$ cat src/sv/fpcm_ram.sv
// ----------------------------------------------------------------------------
// Generic RAM
// One write port and one read port with a registered read.
// ----------------------------------------------------------------------------
module fpcm_ram #(
  parameter int unsigned WIDTH = 32,
  parameter int unsigned DEPTH = 16
) (
  input  logic                     clk_i,
  input  logic                     we_i,
  input  logic [$clog2(DEPTH)-1:0] waddr_i,
  input  logic [WIDTH-1:0]         wdata_i,
  input  logic                     re_i,
  input  logic [$clog2(DEPTH)-1:0] raddr_i,
  output logic [WIDTH-1:0]         rdata_o
);

  logic [WIDTH-1:0] mem_q [DEPTH];
  logic [WIDTH-1:0] rdata_q;

  always_ff @(posedge clk_i) begin
    if (we_i) mem_q[waddr_i] <= wdata_i;
    if (re_i) rdata_q <= mem_q[raddr_i];
  end

  assign rdata_o = rdata_q;

endmodule

$ cat config.mk
export PLATFORM = sky130hd
export DESIGN_NAME = fpcm_ram
export DESIGN_NICKNAME = d
export VERILOG_FILES = /design/src/sv/fpcm_ram.sv
export SDC_FILE = /design/constraint.sdc
export NUM_CORES = 1
export LEC_CHECK = 0
export ABC_AREA = 1
export BUFFER_PORTS_ARGS = -buffer_cell sky130_fd_sc_hd__buf_2
export CORE_ASPECT_RATIO = 0.5
export CORE_MARGIN = 2
export CORE_UTILIZATION = 62
export CTS_CLUSTER_DIAMETER = 30
export DETAILED_ROUTE_END_ITERATION = 8
export PLACE_DENSITY_LB_ADDON = 0.25
export SLEW_MARGIN = 5
export SYNTH_ARGS = -nofsm -noshare
export SYNTH_HDL_FRONTEND = slang
export SYNTH_SLANG_ARGS = --single-unit
$ cat constraint.sdc
create_clock -name clk_i -period 2.76 [get_ports clk_i]
set_input_delay 0.552 -clock clk_i [delete_from_list [all_inputs] [get_ports clk_i]]
set_output_delay 0.552 -clock clk_i [all_outputs]
set_load 0.02 [all_outputs]
Word level (Yosys, flattened, before mapping)
Memories as Yosys holds them, arrays and structs flattened. A register that Yosys moved wholly into a read port is not among the register bits. Cells that the tools add are included.

Mux-type cells: 2.

Operator list (count): $mux W1 (2).

Flip-flop bits (word level): 0. Memories: 1. Output and inout bits: 32. Logic and storage cells: 3. Bits of input ports: 43. Bits in writable memories: 512.

Memory list: mem_q (words 16, bits a word 32, rd ports 1, clocked after Yosys merged registers in 1, wr ports 1, line 18) `logic [WIDTH-1:0] mem_q [DEPTH];`.

Logic depth before layout (Yosys ltp)
Depth in word-level cells: 2. Depth in mapped cells: 10. Depth with buffers taken out: 7.

Worst setup path after synthesis
No wires, ideal clock.

Path kind: input to register. Start point: input waddr_i[2]. End point: memory mem_q[10][0] (enable). Buffers on the path: 0. Path slack: 215 ps. Required time: 2339 ps. Stages: 2. Arrival time: 2124 ps. Setup time: 421 ps. Path through: nand3b_1 -> nor2_1.

RTL lines: from (decl) (line 11) `input logic [$clog2(DEPTH)-1:0] waddr_i,`; to (decl) (line 18).

Straight into the memory's write port.

Worst setup path in the final report
Start point: register rdata_q[19], in the netlist rdata_o[19], read port of mem_q. End point: output rdata_o[19].

RTL lines: from (decl) (line 19) `logic [WIDTH-1:0] rdata_q;`; to (decl) (line 15) `output logic [WIDTH-1:0] rdata_o`.

No word-level cell between the ends.

==> flow_summary.toml <==
[status]
status = "complete, no violations"

[die]
ios = 75
fp.coreArea_mm2 = 0.0363
die_w_um = 277
row_count = 49
dieArea_mm2 = 0.0388
start_util = 0.635
die_h_um = 140

[sta]
setup_viol_count_final = 0
hold_violations = 0
whs_ns = 0.341
maxSlewViolCount = 0
rsz0062_at_grt = "no"
period_needed_ns = 1.77
fmax_mhz = 566
fin_crit_sh = 0.640
worst_pin_slew_ns = 0.695
finalSetupTns_ns = 0
slew_headroom = 0.537
finClkSkew_ns = 0.0163

[global_routing]
grt_usage = 0.273
grt_max_degree = 129
top_usage_layer = "met2"
grt_pass1_wl_um = 80500
gr-total-overflow = 0
antenna_found_initial = 0
grt_pass1_vias = 14400
gr-usage-met1 = 0.380
use_met3 = 0.0499
use_met2 = 0.446

[synth]
avgSynthCellArea_um2 = 10.9
syn_inst = 2120
synth_compound_area_frac = 0
synth_top_area_share = 0.709
synth_area_mm2 = 0.0231
syn_nets = 2163
ys_warn_count = 0
synth-xor-area-share = 0
yosys.area.top_type = "edfxtp_1"
synth_area_leaders = "edfxtp_1 71%, nand2_1 11%, nand3_1 8.4%, inv_1 6.3%, buf_6 1.4%"
ys_seq_elements = 544
synth-simple-area-share = 0.197
yosys.area_share.adder = 0
post_synth_mux_area_share = 0
synth_top_family_by_area = "simple AND/OR/NAND/NOR gates"
ys_types = 14
seq_area_frac_synth = 0.709

[critical_path]
endpoint_kind = "primary output"
crit_buf_inv = 1
max_stage_delay_ns = 0.44
crit_required_ns = 2.21
path_cells = "buf_2"
path_delay_family = "flip-flops"
r2r_start = "mem_q[13][23]"
reg2reg_slack_ns = 1.62
cpMaxStageDelayCell = "edfxtp_1"
path_max_fanout = 1
startpoint_type = "flip-flop"
r2r_end = "rdata_o[23]"
cp.arrival_ns = 1.21
crit_type = "reg -> out"
worstRegToRegCells = 6

[detailed_routing]
dr.pass1.iters = 5
antenna_left = 0
viasPerCell = 5.49
totalWireLength_um = 52200
drtIter0Drc = 1788
drc = 0
vias = 15000
post_drt_wl_per_cell_um = 19.1

[pwr]
p_leak_uw = 0.0111
p_per_area_mw_per_mm2 = 701
vdd_ir_drop_max_mv = 0.498

[place]
dp.cells = 2624
portBuffers = 74
gp_congestion = 0.759
hpwlAfterDp_um = 27200

[clock_tree]
clkTransAtPathRegs_ns = 0.06
clk_latency_ns = 0.58
post_cts_buffers = 0
root_buffer = "clkbuf_16"
ctsHtreeMaxLevel = 2
cts_max_path_buffers = 3
cts_resized = 0
numCtsBuffers = 58
cts_tree = "built"
cts_sinks = 544
hold_buffers = 0

[hold_path]
min_to = "mem_q[2][29]"
hp-start = "wdata_i[29]"
min_path_cells = 1
min_path_type = "in -> reg"

[final_layout]
num_antenna_cells = 0
drive_gt1_frac = 0.103
syn_to_final_growth_pct = 13.1
nets = 2243
final_cells = 2729

[flow_run]
cap_violations = 0
==> sequential cells by signal (all words and copies together), names as in the netlist <==
| register | count |
|---|---|
| mem_q | 512 |
| rdata_o | 32 |
==> worst max-delay path by stage <==
stage                 from            to  slack [ns]  cells past startpoint
5_1_grt         raddr_i[0]    rdata_o[8]        0.98                      8
6_report       rdata_o[19]   rdata_o[19]        0.99                      1
4_1_cts        rdata_o[19]   rdata_o[19]        0.99                      1
3_5_place_dp    raddr_i[0]    rdata_o[8]        0.50                      8
3_3_place_gp    raddr_i[0]    rdata_o[9]        0.52                      8
2_1_floorplan   waddr_i[2]  mem_q[10][0]        0.22                      2
==> routing by layer <==
metal / wire length (um) / share of wire / vias to the layer above
li1: - / - / 7043
met1: 21700 / 0.42 / 7076
met2: 24400 / 0.47 / 743
met3: 4700 / 0.090 / 109
met4: 1340 / 0.026 / 0
met5: 0 / 0 / -
==> cells by family after synthesis <==
kind of cell	count (synthesis)
buffers and inverters	495
DFF	544
and+or+nand+nor	1081
==> report_power, final <==
part,switching [uW],internal [uW],total [uW]
sequential,49.4,9310,9360
combinational,795,320,1120
clock,3200,4610,7820
total,4050,14200,18300
==> final cells by class <==
cell class | count | area [um2]
timing repair buffer | 125 | 1060
fill | 2368 | 10200
clock inverter | 36 | 379
clock buffer | 69 | 1560
sequential | 544 | 16300
multi-input combinational | 1081 | 4670
tap | 484 | 606
inverter | 390 | 1470
==> stage by stage <==
stage	setup WS (ns)	utilization	cell area, um2	power, uW
2_1_floorplan	0.215	-	23100	10200
3_3_place_gp	0.524	0.665	24100	10600
3_5_place_dp	0.502	0.665	24100	10600
4_1_cts	0.986	0.719	26100	18300
5_1_grt	0.979	0.719	26100	18800
6_report	0.994	0.719	26100	18300
==> cells in the mapped netlist, drive strengths merged <==
| library cell | instances |
|---|---|
| inv | 390 |
| clkbuf | 14 |
| nand2 | 677 |
| nand3 | 385 |
| nor2 | 17 |
| buf | 91 |
| nand3b | 2 |
| edfxtp | 544 |
==> cell usage in the layout (no fill, tap or decap), drive strengths merged <==
master | netlist | routed
nand2 | 677 | 677
clkinv | 0 | 18
clkinvlp | 0 | 5
nor2 | 17 | 17
nand3b | 2 | 2
inv | 390 | 397
buf | 91 | 124
nand3 | 385 | 385
bufinv | 0 | 6
edfxtp | 544 | 544
clkbuf | 14 | 70
Note: power is estimated with default switching activity, not from simulation.
